**config.mk**
```make
export PLATFORM = sky130hd
export DESIGN_NAME = uuencode_line_encoder
export DESIGN_NICKNAME = d
export VERILOG_FILES = /design/src/rtl/uule_pkg.sv /design/src/rtl/uule_line_mem.sv /design/src/rtl/uule_ctrl.sv /design/src/rtl/uuencode_line_encoder.sv
export VERILOG_INCLUDE_DIRS = /design/src /design/src/rtl
export SDC_FILE = /design/constraint.sdc
export NUM_CORES = 1
export LEC_CHECK = 0
export ABC_AREA = 1
export BUFFER_PORTS_ARGS = -buffer_cell sky130_fd_sc_hd__buf_2
export CORE_UTILIZATION = 60
export DETAILED_ROUTE_END_ITERATION = 7
export PLACE_DENSITY_LB_ADDON = 0.05
export SLEW_MARGIN = 40
export SYNTH_ARGS = -nofsm -noshare
export SYNTH_HDL_FRONTEND = slang
export SYNTH_SLANG_ARGS = --single-unit
```
**constraint.sdc**
```tcl
create_clock -name clk_i -period 3.2 [get_ports clk_i]
set_input_delay 0.32 -clock clk_i [delete_from_list [all_inputs] [get_ports clk_i]]
set_output_delay 0.32 -clock clk_i [all_outputs]
set_load 0.005 [all_outputs]
```
**src/rtl/uuencode_line_encoder_assert.svh**
```systemverilog
// Assertion macros for the uuencode line encoder RTL.
// Included by modules that check their own control logic; no dependencies.
`ifndef UUENCODE_LINE_ENCODER_ASSERT_SVH
`define UUENCODE_LINE_ENCODER_ASSERT_SVH

`ifndef SYNTHESIS

`define UULE_ASSERT(label, clk, rst_n, cond) \
  label: assert property (@(posedge clk) disable iff (!rst_n) (cond)) \
    else $error("assertion failed");

`define UULE_ASSERT_NEXT(label, clk, rst_n, ante, cons) \
  label: assert property (@(posedge clk) disable iff (!rst_n) (ante) |=> (cons)) \
    else $error("assertion failed");

`else

`define UULE_ASSERT(label, clk, rst_n, cond)

`define UULE_ASSERT_NEXT(label, clk, rst_n, ante, cons)

`endif

`endif

```
**src/rtl/uule_pkg.sv**
```systemverilog
// Shared constants and the 6-bit digit encoder for the uuencode line encoder.
// No dependencies.
package uule_pkg;

  localparam int unsigned LINE_BYTES_DEF = 45;

  localparam logic [6:0] GRAVE   = 7'd96;
  localparam logic [6:0] NEWLINE = 7'd10;
  localparam logic [6:0] SPACE   = 7'd32;

  function automatic logic [6:0] enc_digit(input logic [5:0] d);
    logic [6:0] r;
    r = (d == 6'd0) ? GRAVE : ({1'b0, d} + SPACE);
    return r;
  endfunction

endpackage

```
**src/rtl/uule_line_mem.sv**
```systemverilog
// Line store: single write port, single read port, registered read data.
// Depends on uule_pkg.
module uule_line_mem import uule_pkg::*; #(
  parameter int unsigned LINE_BYTES = LINE_BYTES_DEF,
  localparam int unsigned AddrW = $clog2(LINE_BYTES)
) (
  input  logic             clk_i,
  input  logic             we_i,
  input  logic [AddrW-1:0] waddr_i,
  input  logic [7:0]       wdata_i,
  input  logic             re_i,
  input  logic [AddrW-1:0] raddr_i,
  output logic [7:0]       rdata_o
);

  logic [7:0] mem [LINE_BYTES];
  logic [7:0] rdata_q;

  always_ff @(posedge clk_i) begin
    if (we_i) begin
      mem[waddr_i] <= wdata_i;
    end
    if (re_i) begin
      rdata_q <= mem[raddr_i];
    end
  end

  assign rdata_o = rdata_q;

endmodule

```
**src/rtl/uule_ctrl.sv**
```systemverilog
// Fill counter, line emission sequencer and output register.
// Depends on uule_pkg and uuencode_line_encoder_assert.svh; drives uule_line_mem.
`include "uuencode_line_encoder_assert.svh"

module uule_ctrl import uule_pkg::*; #(
  parameter int unsigned LINE_BYTES = LINE_BYTES_DEF,
  localparam int unsigned AddrW = $clog2(LINE_BYTES),
  localparam int unsigned FillW = $clog2(LINE_BYTES + 1)
) (
  input  logic             clk_i,
  input  logic             rst_ni,
  input  logic             in_valid_i,
  output logic             in_ready_o,
  input  logic             byte_valid_i,
  input  logic [7:0]       data_byte_i,
  input  logic             end_of_data_i,
  output logic             out_valid_o,
  input  logic             out_ready_i,
  output logic [6:0]       out_char_o,
  output logic             last_of_run_o,
  output logic             mem_we_o,
  output logic [AddrW-1:0] mem_waddr_o,
  output logic [7:0]       mem_wdata_o,
  output logic             mem_re_o,
  output logic [AddrW-1:0] mem_raddr_o,
  input  logic [7:0]       mem_rdata_i
);

  localparam int unsigned IdxW = $clog2(LINE_BYTES + 2);

  typedef enum logic [2:0] {
    S_IDLE,
    S_LEN,
    S_DATA,
    S_NL,
    S_TERM_G,
    S_TERM_NL
  } state_e;

  state_e           state_q, state_d;
  logic [FillW-1:0] fill_q, fill_d;
  logic [FillW-1:0] n_q, n_d;
  logic             end_q, end_d;
  logic [IdxW-1:0]  idx_q, idx_d;
  logic [1:0]       phase_q, phase_d;
  logic [7:0]       prev_q, prev_d;
  logic             out_valid_q, out_valid_d;
  logic [6:0]       out_char_q, out_char_d;
  logic             out_last_q, out_last_d;

  logic             slot_free;
  logic             accept;
  logic [7:0]       cur;
  logic [IdxW-1:0]  idx_inc;
  logic [FillW-1:0] fill_new;
  logic             line_go;
  logic             group_done;

  assign in_ready_o  = (state_q == S_IDLE);
  assign accept      = in_valid_i && in_ready_o;
  assign slot_free   = !out_valid_q || out_ready_i;
  assign cur         = (idx_q < IdxW'(n_q)) ? mem_rdata_i : 8'd0;
  assign idx_inc     = idx_q + IdxW'(1);
  assign fill_new    = byte_valid_i ? (fill_q + FillW'(1)) : fill_q;
  assign line_go     = (byte_valid_i && (fill_new == FillW'(LINE_BYTES)))
                       || (end_of_data_i && (fill_new != '0));
  assign group_done  = (idx_inc >= IdxW'(n_q));

  assign mem_we_o    = accept && byte_valid_i;
  assign mem_waddr_o = fill_q[AddrW-1:0];
  assign mem_wdata_o = data_byte_i;

  always_comb begin
    state_d     = state_q;
    fill_d      = fill_q;
    n_d         = n_q;
    end_d       = end_q;
    idx_d       = idx_q;
    phase_d     = phase_q;
    prev_d      = prev_q;
    out_valid_d = out_valid_q && !out_ready_i;
    out_char_d  = out_char_q;
    out_last_d  = out_last_q;
    mem_re_o    = 1'b0;
    mem_raddr_o = idx_inc[AddrW-1:0];

    case (state_q)
      S_IDLE: begin
        if (accept) begin
          n_d   = fill_new;
          end_d = end_of_data_i;
          if (line_go) begin
            fill_d  = '0;
            state_d = S_LEN;
          end else if (end_of_data_i) begin
            fill_d  = '0;
            state_d = S_TERM_G;
          end else begin
            fill_d = fill_new;
          end
        end
      end
      S_LEN: begin
        if (slot_free) begin
          out_valid_d = 1'b1;
          out_char_d  = enc_digit(6'(n_q));
          out_last_d  = 1'b0;
          idx_d       = '0;
          phase_d     = 2'd0;
          mem_re_o    = 1'b1;
          mem_raddr_o = '0;
          state_d     = S_DATA;
        end
      end
      S_DATA: begin
        if (slot_free) begin
          out_valid_d = 1'b1;
          out_last_d  = 1'b0;
          prev_d      = cur;
          case (phase_q)
            2'd0: out_char_d = enc_digit(cur[7:2]);
            2'd1: out_char_d = enc_digit({prev_q[1:0], cur[7:4]});
            2'd2: out_char_d = enc_digit({prev_q[3:0], cur[7:6]});
            default: begin
              out_char_d = enc_digit(prev_q[5:0]);
              prev_d     = prev_q;
            end
          endcase
          phase_d = phase_q + 2'd1;
          if (phase_q == 2'd3 && group_done) begin
            state_d = S_NL;
          end else if (phase_q != 2'd2) begin
            idx_d    = idx_inc;
            mem_re_o = (idx_inc < IdxW'(LINE_BYTES));
          end
        end
      end
      S_NL: begin
        if (slot_free) begin
          out_valid_d = 1'b1;
          out_char_d  = NEWLINE;
          out_last_d  = !end_q;
          state_d     = end_q ? S_TERM_G : S_IDLE;
        end
      end
      S_TERM_G: begin
        if (slot_free) begin
          out_valid_d = 1'b1;
          out_char_d  = GRAVE;
          out_last_d  = 1'b0;
          state_d     = S_TERM_NL;
        end
      end
      S_TERM_NL: begin
        if (slot_free) begin
          out_valid_d = 1'b1;
          out_char_d  = NEWLINE;
          out_last_d  = 1'b1;
          state_d     = S_IDLE;
        end
      end
      default: begin
        state_d = S_IDLE;
      end
    endcase
  end

  always_ff @(posedge clk_i or negedge rst_ni) begin
    if (!rst_ni) begin
      state_q     <= S_IDLE;
      fill_q      <= '0;
      n_q         <= '0;
      end_q       <= 1'b0;
      idx_q       <= '0;
      phase_q     <= 2'd0;
      prev_q      <= 8'd0;
      out_valid_q <= 1'b0;
      out_char_q  <= '0;
      out_last_q  <= 1'b0;
    end else begin
      state_q     <= state_d;
      fill_q      <= fill_d;
      n_q         <= n_d;
      end_q       <= end_d;
      idx_q       <= idx_d;
      phase_q     <= phase_d;
      prev_q      <= prev_d;
      out_valid_q <= out_valid_d;
      out_char_q  <= out_char_d;
      out_last_q  <= out_last_d;
    end
  end

  assign out_valid_o   = out_valid_q;
  assign out_char_o    = out_char_q;
  assign last_of_run_o = out_last_q;

  `UULE_ASSERT(a_fill_below_line, clk_i, rst_ni, fill_q < FillW'(LINE_BYTES))
  `UULE_ASSERT(a_data_has_bytes, clk_i, rst_ni, (state_q != S_DATA) || (n_q != '0))
  `UULE_ASSERT_NEXT(a_end_starts_run, clk_i, rst_ni, accept && end_of_data_i,
                    (state_q != S_IDLE) && (fill_q == '0))
  `UULE_ASSERT_NEXT(a_idle_accept_no_read, clk_i, rst_ni, (state_q == S_IDLE) && mem_re_o,
                    1'b0)

endmodule

```
**src/rtl/uuencode_line_encoder.sv**
```systemverilog
// uuencode line encoder: byte input channel, character output channel.
// Bytes collect into a line store; each full line, or the partial line at
// end of data, is sent as a length character, four characters per
// three-byte group (short groups padded with zero bytes) and a newline.
// End of data adds a terminating grave accent and newline.
// Input takes one item while the encoder is idle; an item that neither
// finishes a line nor ends the data is absorbed. An item that completes a
// line of N bytes yields 4*ceil(N/3)+2 characters at one per cycle while
// not stalled (plus two more at end of data), then input reopens. The
// registered store read is issued a character ahead to keep that rate.
// Characters sit in an output register; a stall holds the sequencer and
// the store read data, and input may be taken while the final character
// still waits. last_of_run marks the final character caused by an item.
// Reset clears the fill count and sequencer; the store needs no clearing
// since bytes past the fill count of the current line are never used.
// Depends on uule_pkg, uule_ctrl and uule_line_mem.
module uuencode_line_encoder import uule_pkg::*; #(
  parameter int unsigned LINE_BYTES = LINE_BYTES_DEF
) (
  input  logic       clk_i,
  input  logic       rst_ni,
  input  logic       in_valid_i,
  output logic       in_ready_o,
  input  logic       byte_valid_i,
  input  logic [7:0] data_byte_i,
  input  logic       end_of_data_i,
  output logic       out_valid_o,
  input  logic       out_ready_i,
  output logic [6:0] out_char_o,
  output logic       last_of_run_o
);

  localparam int unsigned AddrW = $clog2(LINE_BYTES);

  logic             mem_we;
  logic [AddrW-1:0] mem_waddr;
  logic [7:0]       mem_wdata;
  logic             mem_re;
  logic [AddrW-1:0] mem_raddr;
  logic [7:0]       mem_rdata;

  uule_ctrl #(
    .LINE_BYTES(LINE_BYTES)
  ) u_ctrl (
    .clk_i        (clk_i),
    .rst_ni       (rst_ni),
    .in_valid_i   (in_valid_i),
    .in_ready_o   (in_ready_o),
    .byte_valid_i (byte_valid_i),
    .data_byte_i  (data_byte_i),
    .end_of_data_i(end_of_data_i),
    .out_valid_o  (out_valid_o),
    .out_ready_i  (out_ready_i),
    .out_char_o   (out_char_o),
    .last_of_run_o(last_of_run_o),
    .mem_we_o     (mem_we),
    .mem_waddr_o  (mem_waddr),
    .mem_wdata_o  (mem_wdata),
    .mem_re_o     (mem_re),
    .mem_raddr_o  (mem_raddr),
    .mem_rdata_i  (mem_rdata)
  );

  uule_line_mem #(
    .LINE_BYTES(LINE_BYTES)
  ) u_line_mem (
    .clk_i  (clk_i),
    .we_i   (mem_we),
    .waddr_i(mem_waddr),
    .wdata_i(mem_wdata),
    .re_i   (mem_re),
    .raddr_i(mem_raddr),
    .rdata_o(mem_rdata)
  );

endmodule
```
==> results of run 1 <==
## per-stage QoR
step | hold slack [ns] | power (mW) | setup WS [ns] | cell area [um2] | instances
2_1_floorplan | 0.0244 | 11.8 | 0.244 | 18000 | 1642
5_1_grt | 0.125 | 19.9 | 0.0548 | 20000 | 2093
6_report | 0.0925 | 18.8 | 0.334 | 20000 | 2093
4_1_cts | 0.0853 | 18.8 | 0.192 | 19900 | 2093
3_3_place_gp | 0.461 | 14.0 | 0.364 | 18600 | 2016
3_5_place_dp | 0.329 | 14.1 | 0.210 | 18600 | 2016
## Yosys cell counts, types with 6 or more instances
| library cell | instances |
|---|---|
| inv_1 | 201 |
| nor3_1 | 10 |
| o22ai_1 | 17 |
| nand2_1 | 351 |
| buf_2 | 55 |
| o21ai_1 | 18 |
| buf_4 | 6 |
| or2_2 | 11 |
| o31ai_1 | 7 |
| inv_2 | 9 |
| nand4_1 | 6 |
| a21oi_1 | 17 |
| nor2_2 | 6 |
| nand3_1 | 192 |
| nand3b_1 | 8 |
| clkbuf_1 | 13 |
| dfrtp_1 | 39 |
| or2_1 | 7 |
| ha_1 | 18 |
| edfxtp_1 | 368 |
| nor2_1 | 103 |
| o21ai_0 | 51 |
| o211ai_1 | 94 |
## layer usage
metal  GRT usage (%)  routed length (um)  part of all wire (%)  vias to the layer above
met5               0                   0                     0                        -
met4            9.17                1130                   2.7                        0
met3            3.89                2960                   7.1                       86
met2            45.3               20100                    48                      511
met1            39.4               17500                    42                     5742
li1                -                   -                     -                     5737
## power groups by stage
| stage | Clock [mW] | Sequential (mW) | Combinational (mW) |
|---|---|---|---|
| 2_1_floorplan | 0 | 6.49 | 5.29 |
| 3_3_place_gp | 0 | 6.59 | 7.39 |
| 3_5_place_dp | 0 | 6.59 | 7.49 |
| 4_1_cts | 4.72 | 6.49 | 7.55 |
| 5_1_grt | 4.92 | 6.54 | 8.41 |
| 6_report | 4.67 | 6.51 | 7.61 |
## timing repair
item / 4_1_cts / 5_1_grt
endpoints found under the hold margin: 39 / 0
gates resized for setup: 0 / 4
hold buffers: 1 / 0
endpoints found under the setup margin: 0 / 8
## cell type report
type / count / share of cell area, %
Clock buffer: 59 / 5.79
Clock inverter: 17 / 0.752
Inverter: 212 / 3.99
Multi-Input combinational cell: 947 / 24.0
Sequential cell: 407 / 60.3
Tap cell: 384 / 2.41
Timing Repair Buffer: 67 / 2.80
## state kept, by name, summed over array words and instances (netlist names)
name                  flops
u_ctrl.mem_waddr_o        6
u_ctrl.idx_q              6
u_ctrl.prev_q             6
u_ctrl.out_char_o         7
u_line_mem.rdata_o        8
u_ctrl.phase_q            2
u_ctrl.out_valid_o        1
u_ctrl.n_q                6
u_ctrl.state_q            3
u_ctrl.end_q              1
u_ctrl.last_of_run_o      1
u_line_mem.mem          360
## worst paths after layout
check                      slack, ns                     to  cells after the start
max                             0.33  u_line_mem.rdata_o[0]                     15
min                             0.09           u_ctrl.end_q                      3
max reg2reg                     0.33  u_line_mem.rdata_o[0]                     15
min reg2reg                     0.47   u_ctrl.out_char_o[6]                      2
max in group asynchronous       2.53        u_ctrl.idx_q[2]                      2
min in group asynchronous       0.30   u_ctrl.out_char_o[6]                      2
## cells by family (layout without fill, tap and decap cells)
| family | Yosys count | count (layout) | share of synthesized area (%) |
|---|---|---|---|
| AO/OA/AOI/OAI | 220 | 220 | 7.94 |
| XOR/XNOR | 5 | 5 | 0.285 |
| adder cells (fa/ha/maj) | 18 | 18 | 1.25 |
| buffers and inverters | 288 | 355 | 6.57 |
| flip-flops | 407 | 407 | 66.9 |
| AND/OR/NAND/NOR | 704 | 704 | 17.0 |
## critical path, stage by stage, from the launching register on
cell	delay (ns)
dfrtp_1	0.44
nand4_1	0.16
nor2_1	0.19
xor2_2	0.21
inv_1	0.06
ha_1	0.29
nand2_1	0.09
inv_1	0.06
nand4_1	0.09
o2111ai_1	0.12
nand2_1	0.12
nand3_2	0.15
nand2_2	0.16
inv_1	0.08
a21oi_1	0.14
buf_4	0.19
==> results by group, run 1 <==
Clock tree
  – Root buffer cell: clkbuf_16
  – CTS tree: done
  – Worst-path clk slew: 0.06 ns
  – Max clock buf depth: 3
  – Clock sink count: just over 400
  – Worst-skew pair later-pin latency: roughly 0.55 ns
  – H-tree Lvls: 2
  – TritonCTS Buffers: 42
  – Postcts setup bufs: 0

Cells and area
  – Area occupied by multi-input gates: between 4000 and 5000 um2
  – Fillers: around 2,200
  – Core Util, Final: 68.6%
  – Layout area overhead: 11.1%
  – Final Net Count: 1,709
  – Sequential cell area: ~12,000 um2
  – Commonest cells after routing, fill and taps aside: 368 x edfxtp_1, 349 x nand2_1, 201 x inv_1, 191 x nand3_1, 103 x nor2_1
  – # diodes: 0
  – Layout cells sized above 1: under 10%
  – Most common cell after layout, fill and taps aside: edfxtp_1

STA
  – Final setup TNS: 0 ns
  – Slew @ Worst Pin: around 0.73 ns
  – Endpoints failing hold: 0
  – Final period utilization: about nine tenths
  – RSZ-0062 raised after global routing: no
  – Slew Viols, Final: 0
  – Final worst path period need: approximately 2.9 ns
  – Worst Skew: approximately 0.021 ns
  – Slew headroom: approximately half
  – F_max: 349 MHz
  – Final Setup Violations: 0

Worst setup path
  – Crit Path Max Fanout: 8
  – Worst Setup SP: u_ctrl.idx_q[0]
  – Crit path capture type: register
  – Critical Path RT: around 3.4 ns
  – CP Launch Type: register
  – WS Path Type: reg2reg
  – FF-to-FF Start: u_ctrl.idx_q[0]
  – CP arrival: 3.11 ns

Synth
  – EDFF count, synth: 368
  – Synth Cell Area: around 18,000 um2
  – Post-synth top area share: about three fifths
  – Share of synthesized registers carrying an async set or reset: a little under a tenth
  – #FFs+latches synth: approximately 410
  – Number of distinct library cells after synthesis: between 40 and 50
  – Syn avg cell area: roughly 11 um2
  – Top FF cell, synth: edfxtp_1
  – Yosys warns: 0
  – Yosys top cell by area: edfxtp_1
  – Sequential area share after synthesis: around 67%
  – Syn Nets: 1,674
  – Synth Instances: between 1,500 and 2,000
  – Top cells by area, synth: edfxtp_1 61%, nand2_1 7.3%, dfrtp_1 5.4%

Power
  – Cell Pwr Density: between 900 and 1000 nW/um2
  – Net Switching: roughly 7.5 mW
  – P_int: 11.3 mW
  – Clock share of power: 24.9%
  – Leakage power: 7.70 nW
  – Max IR drop VDD: 0.518 mV
  – Share of total power in sequential cells: 34.6%
  – Sw Share: between 30% and 40%
  – Gate power share: 40.5%

Outcome
  – Status: finished, final reports clean

Placement
  – Routability Congestion: approximately 0.9
  – Placed wire-length estimate: 25.7 mm
  – Port buffer count: 23

Floorplan
  – CORE AREA: 29,100 um2
  – Starting Density: between 60% and 70%
  – Die X: 175 um
  – Die Height: approximately 180 um
  – Rows: 62
  – # IOs: 24
  – Die ar.: between 30,000 and 40,000 um2

Global route
  – First-pass GRT wire length: between 60 and 70 mm
  – Largest net degree at the start of global routing: 66
  – GRT Residual Overflow: 0
  – Antenna violations before repair: 0
  – Vias in the first global route: about 12,000
  – GRT Overall Usage: ~28%

Drt
  – DRC: 0
  – Vias per inst: approximately 5.8
  – DR iter-0 viols: around 1,400
  – Post-DR wirelength/cell: roughly 20 um
  – Drt first pass iters: 7
  – Final WL: ~42 mm
  – Via count: ~12,000
  – Routed Antenna Nets: 0

Flow run
  – Maxcap violations: 0

Min path
  – Hold path start: end_of_data_i
  – Worst min-delay path category: in2reg
(Power assumes the default switching activity.)
==> run 2, diff against run 1 <==
--- a/config.mk
+++ b/config.mk
@@ -9,6 +9,7 @@
 export ABC_AREA = 1
 export BUFFER_PORTS_ARGS = -buffer_cell sky130_fd_sc_hd__buf_2
 export CORE_UTILIZATION = 60
+export CTS_BUF_LIST = sky130_fd_sc_hd__clkbuf_8
 export DETAILED_ROUTE_END_ITERATION = 7
 export PLACE_DENSITY_LB_ADDON = 0.05
 export SLEW_MARGIN = 40
==> results by group, run 2 (synthesis results as in run 1) <==
Outcome
  – Status: finished, final reports clean

Min path
  – Hold Path End: u_ctrl.end_q
  – Hold Crit Depth: 3
  – Hold path start: end_of_data_i
  – Worst min-delay path category: in2reg

Clock tree
  – H-tree Lvls: 3
  – Max clock buf depth: 3
  – Root buffer cell: clkbuf_8
  – Worst-skew pair later-pin latency: ~0.59 ns
  – CTS tree: done
  – Worst-path clk slew: 0.06 ns
  – TritonCTS Buffers: between 60 and 70
  – Clock sink count: slightly above 400

Floorplan
  – Die Height: between 150 and 200 um
  – # IOs: 24
  – Starting Density: 61.8%
  – Die ar.: between 30,000 and 40,000 um2
  – Die X: 175 um
  – CORE AREA: 29,100 um2
  – Rows: between 60 and 70

Global route
  – Largest net degree at the start of global routing: between 60 and 70
  – Vias in the first global route: approximately 12,000
  – GRT Overall Usage: between 20% and 30%
  – GRT Residual Overflow: 0
  – First-pass GRT wire length: 65.2 mm
  – Antenna violations before repair: 0

Power
  – Final Power: around 19 mW
  – Leakage power: 7.80 nW
  – Max IR drop VDD: 0.444 mV
  – Cell Pwr Density: between 900 and 1000 nW/um2

Drt
  – Routed Antenna Nets: 0
  – Via count: around 12,000
  – DRC: 0
  – Drt first pass iters: 6
  – Final WL: roughly 42 mm
  – DR iter-0 viols: between 1,000 and 1,500
  – Post-DR wirelength/cell: around 20 um
  – Vias per inst: around 5.7

Placement
  – Routability Congestion: about 0.9
  – Placed wire-length estimate: between 20 and 30 mm
  – Port buffer count: 23

STA
  – F_max: 353 MHz
  – RSZ-0062 raised after global routing: no
  – Endpoints failing hold: 0
  – Slew @ Worst Pin: about 0.8 ns
  – Worst Skew: 0.0176 ns
  – Final Setup Violations: 0
  – Final worst path period need: approximately 2.8 ns
  – Hold_ws: approximately 0.043 ns
  – Slew headroom: 47.0%
  – Final period utilization: between 80% and 90%
  – Final setup TNS: 0 ns
  – Slew Viols, Final: 0

Worst setup path
  – Reg-to-reg setup timing slack: about 0.37 ns
  – Crit path capture type: register
  – Critical-path top delay cell: dfrtp_1
  – Reg-to-Reg End: u_line_mem.rdata_o[7]
  – WS Path Type: reg2reg
  – Crit path depth: 15
  – CP arrival: between 3 and 4 ns
  – Critical Path RT: 3.48 ns
  – Most used cell along the critical path: inv_1
  – FF-to-FF Start: u_ctrl.idx_q[0]
  – Worst Path Buf+Inv: 4
  – CP Launch Type: register
  – Crit Path Max Fanout: 8
  – Critical path, cell by cell: nand4_1 > nor2_1 > xor2_2 > inv_1 > ha_1 > nand2_1 > inv_1 > nand4_1 > o2111ai_1 > nand2_1 > nand3_2 > nand2_2 > inv_1 > a21oi_1 > buf_4
  – Reg2Reg Depth: 15
  – Top Family by Delay on Critical Path: simple AND/OR/NAND/NOR gates
  – Largest stage delay on the critical path: between 0.4 and 0.5 ns

Cells and area
  – # diodes: 0
  – Commonest cells after routing, fill and taps aside: 368 x edfxtp_1, 349 x nand2_1, 226 x inv_1, 191 x nand3_1, 103 x nor2_1
  – Final Net Count: about 1,700
  – Layout area overhead: 11.0%
  – Area occupied by multi-input gates: 4790 um2
  – Layout cells sized above 1: a little over a tenth
  – Fillers: between 2,000 and 2,500
  – Register bank with the most flops: u_line_mem.mem
  – Most common cell after layout, fill and taps aside: edfxtp_1
  – Sequential cell area: ~12,000 um2
  – Max reg flops: 360

Flow run
  – Maxcap violations: 0
-- run 2: changes by cell type in the layout (fill, tap and decap cells not counted), sizes merged --
cell,previous run,this run
bufinv,2,3
clkbuf,59,71
clkinv,15,19
clkinvlp,0,3
inv,212,239
-- run 2: how the worst max path moves through the flow --
stage / start / end
floorplan: u_ctrl.idx_q[0] / u_line_mem.rdata_o[0]
global placement: u_ctrl.idx_q[2] / u_line_mem.rdata_o[0]
detailed placement: u_ctrl.idx_q[2] / u_line_mem.rdata_o[0]
CTS: u_ctrl.idx_q[2] / u_line_mem.rdata_o[7]
global route: u_ctrl.idx_q[0] / u_line_mem.rdata_o[7]
finish: u_ctrl.idx_q[0] / u_line_mem.rdata_o[7]
-- run 2: worst reg2reg max path: cells and delay by family (launching register included) --
kind,cells,cell delay (ns)
adder cells (fa/ha/maj),1,0.29
AND/OR/NAND/NOR,7,0.97
XOR/XNOR,1,0.22
buffers and inverters,4,0.39
flip-flops,1,0.44
AO/OA/AOI/OAI,2,0.25
-- run 2: cell type report --
type | count | area share (%)
clock inverter | 52 | 1.58
inverter | 212 | 3.99
timing repair buffer | 67 | 2.80
sequential | 407 | 60.3
tap | 384 | 2.41
multi-input combinational | 947 | 24.0
clock buffer | 71 | 4.90
-- run 2: routing by layer --
layer / GRT usage [%] / routed length [um]
met1: 39.3 / 18000
met2: 45.4 / 20000
met3: 4.37 / 2910
met4: 10.8 / 1170
met5: 0 / 0
-- run 2: power by group --
| part | leakage, nW | switching [mW] | internal (mW) |
|---|---|---|---|
| registers | 3.81 | 0.299 | 6.21 |
| clock network | 0.744 | 2.06 | 2.32 |
| logic | 3.25 | 5.22 | 2.40 |
-- run 2: timing repair --
action / CTS / global route
hold buffers: 1 / 0
setup buffers: 0 / 0
gates resized for setup: 0 / 4
endpoints found under the hold margin: 39 / 0
setup endpoints to repair: 0 / 8
-- run 2: per-stage QoR --
stage | instances | util [%] | instance area (um2) | worst slack, ns
after CTS | 2140 | 68.5 | 19900 | 0.191
after global placement | 2016 | 63.9 | 18600 | 0.364
after global routing | 2140 | 68.6 | 19900 | 0.0727
final | 2140 | 68.6 | 19900 | 0.370
after floorplan | 1642 | - | 18000 | 0.244
after detailed placement | 2016 | 64.0 | 18600 | 0.210
==> run 3, diff against run 2 <==
--- a/config.mk
+++ b/config.mk
@@ -15,4 +15,6 @@
 export SLEW_MARGIN = 40
 export SYNTH_ARGS = -nofsm -noshare
 export SYNTH_HDL_FRONTEND = slang
+export SYNTH_HIERARCHICAL = 1
 export SYNTH_SLANG_ARGS = --single-unit
+export TNS_END_PERCENT = 50
==> results by group, run 3 <==
Drt
  – DR iter-0 viols: between 1,000 and 1,500
  – Vias per inst: 5.77
  – Drt first pass iters: 7
  – Post-DR wirelength/cell: between 15 and 20 um
  – DRC: 0
  – Via count: roughly 12,000
  – Final WL: roughly 41 mm
  – Routed Antenna Nets: 0

Cells and area
  – Commonest cells after routing, fill and taps aside: 437 x nand2_1, 368 x edfxtp_1, 251 x nand3_1, 118 x nor2_1, 100 x inv_1
  – Max reg flops: 360
  – Final Net Count: around 1,700
  – Post-route insts no fill: around 2,100
  – Register bank with the most flops: u_line_mem/mem
  – Most common cell after layout, fill and taps aside: nand2_1
  – # diodes: 0
  – Layout cells sized above 1: 11.3%
  – Layout area overhead: 9.81%

Synth
  – Syn avg cell area: approximately 11 um2
  – Most frequent cell after synthesis: nand2_1
  – Sequential area share after synthesis: between 60% and 70%
  – Syn Nets: 1,651
  – Yosys warns: 6
  – Number of distinct library cells after synthesis: 41
  – Top FF cell, synth: edfxtp_1
  – Synth Cell Area: around 18,000 um2
  – Synth Instances: between 1,500 and 2,000
  – Share of synthesized registers carrying an async set or reset: under 10%
  – EDFF count, synth: 368
  – Post-synth top area share: 62.1%
  – #FFs+latches synth: between 400 and 500
  – Top cells by area, synth: edfxtp_1 62%, nand2_1 9.2%, nand3_1 7.1%
  – Most frequent cells after synthesis: 437 x nand2_1, 368 x edfxtp_1, 251 x nand3_1
  – Yosys top cell by area: edfxtp_1

Outcome
  – Status: finished, final reports clean

Placement
  – Dpl ws: ~0.40 ns
  – Port buffer count: 23
  – Placed cell count: approximately 2,000
  – Placed wire-length estimate: between 20 and 25 mm
  – Routability Congestion: ~0.90

Floorplan
  – # IOs: 24
  – Die X: around 170 um
  – Die Height: 174 um
  – CORE AREA: about 29,000 um2
  – Starting Density: 61.5%
  – Rows: between 60 and 70
  – Die ar.: ~30,000 um2

Global route
  – Antenna violations before repair: 0
  – GRT Residual Overflow: 0
  – Largest net degree at the start of global routing: 113
  – Vias in the first global route: between 10,000 and 15,000
  – First-pass GRT wire length: 65.2 mm
  – GRT Overall Usage: roughly 28%

STA
  – Worst Skew: between 0.03 and 0.04 ns
  – Endpoints failing hold: 0
  – Setup WS post-layout: 0.398 ns
  – Final Setup Violations: 0
  – Final setup TNS: 0 ns
  – RSZ-0062 raised after global routing: no
  – Slew Viols, Final: 0
  – Slew headroom: between 40% and 50%
  – Final worst path period need: around 2.8 ns
  – F_max: between 300 and 400 MHz
  – Final period utilization: just under 90%
  – Slew @ Worst Pin: ~0.76 ns

Power
  – Clock share of power: 23.3%
  – Gate power share: about two fifths
  – Leakage power: around 7.5 nW
  – Net Switching: between 7 and 8 mW
  – Final Power: between 15 and 20 mW
  – P_int: ~10 mW
  – Share of total power in sequential cells: about 36%
  – Max IR drop VDD: 0.983 mV
  – Sw Share: 40.6%
  – Cell Pwr Density: roughly 900 nW/um2

Worst setup path
  – CP arrival: 3.22 ns
  – Largest stage delay on the critical path: 0.55 ns
  – Most used cell along the critical path: nand2_1
  – Critical-path top delay cell: buf_4
  – CP Launch Type: register
  – Critical path, cell by cell: nand2_1 > inv_1 > nor2_4 > nor2_4 > inv_4 > buf_4 > nand2_1 > nand3_1 > nand3_1 > nand2_1 > nand2_1 > nand3_1 > nand3_1 > nand2_1
  – WS Path Type: reg2reg
  – Crit path capture type: register
  – Crit Path Max Fanout: 64
  – Critical Path RT: roughly 3.6 ns
  – Top Family by Delay on Critical Path: simple AND/OR/NAND/NOR gates
  – Worst Path Buf+Inv: 3

Clock tree
  – Gates resized, CTS repair: 0
  – Max clock buf depth: 3
  – Clock sink count: roughly 410
  – CTS tree: done
  – Worst-path clk slew: 0.06 ns
  – Worst-skew pair later-pin latency: 0.58 ns
  – Root buffer cell: clkbuf_8
  – H-tree Lvls: 3
  – TritonCTS Buffers: 68

Min path
  – Worst min-delay path category: in2reg

Flow run
  – Maxcap violations: 0
==> run 3: layout make-up <==
| type | count | area (um2) |
|---|---|---|
| Clock inverter | 46 | 229 |
| Inverter | 87 | 332 |
| Timing Repair Buffer | 83 | 656 |
| Fill cell | 2261 | 9400 |
| Tap cell | 384 | 480 |
| Clock buffer | 70 | 963 |
| Multi-Input combinational cell | 1035 | 4850 |
| Sequential cell | 407 | 12000 |
==> run 3: power by group through the flow <==
| stage | Combinational, mW | Clock [mW] | Sequential (mW) |
|---|---|---|---|
| after floorplan | 5.39 | 0 | 6.39 |
| after global placement | 6.95 | 0 | 6.49 |
| after detailed placement | 7.03 | 0 | 6.49 |
| after CTS | 7.07 | 4.19 | 6.39 |
| after global routing | 7.96 | 4.41 | 6.41 |
| final | 7.13 | 4.10 | 6.38 |
==> run 3: stage by stage <==
stage          hold slack [ns]  util [%]  area (um2)
6_report                0.0672      67.5       19500
5_1_grt                 0.0787      67.5       19500
4_1_cts                 0.0399      67.5       19500
3_5_place_dp             0.331      63.3       18300
3_3_place_gp             0.476      63.3       18300
2_1_floorplan           0.0244         -       17800
==> run 3: layer usage <==
layer  track usage, %  routed length (um)  vias up
li1                 -                   -     5757
met5                0                   0        -
met1             39.9               17800     5865
met3             4.57                3110       85
met4             10.9                1140        0
met2             43.9               19400      484
==> run 3: path summary, 6_finish.rpt <==
check	cells past startpoint	slack, ns	end	startpoint
min	2	0.07	u_ctrl/mem_waddr_o[1]	end_of_data_i
min in group asynchronous	2	0.26	u_ctrl/state_q[0]	rst_ni
max	14	0.40	u_line_mem/rdata_o[0]	u_ctrl/out_valid_o
max reg2reg	14	0.40	u_line_mem/rdata_o[0]	u_ctrl/out_valid_o
min reg2reg	1	0.49	u_ctrl/out_char_o[5]	u_ctrl/out_char_o[5]
max in group asynchronous	2	2.55	u_ctrl/mem_waddr_o[0]	rst_ni
==> run 3: cells by family after synthesis <==
family / after synthesis / synth area share, %
xor+xnor: 6 / 0.338
simple gates: 841 / 20.2
fa+ha+maj: 18 / 1.27
flops: 407 / 67.6
compound gates: 170 / 5.44
buf+inv: 177 / 5.22
==> run 3: repair_timing <==
item / in CTS / in global routing
hold buffers: 2 / 0
setup buffers: 0 / 0
hold endpoints to repair: 40 / 0
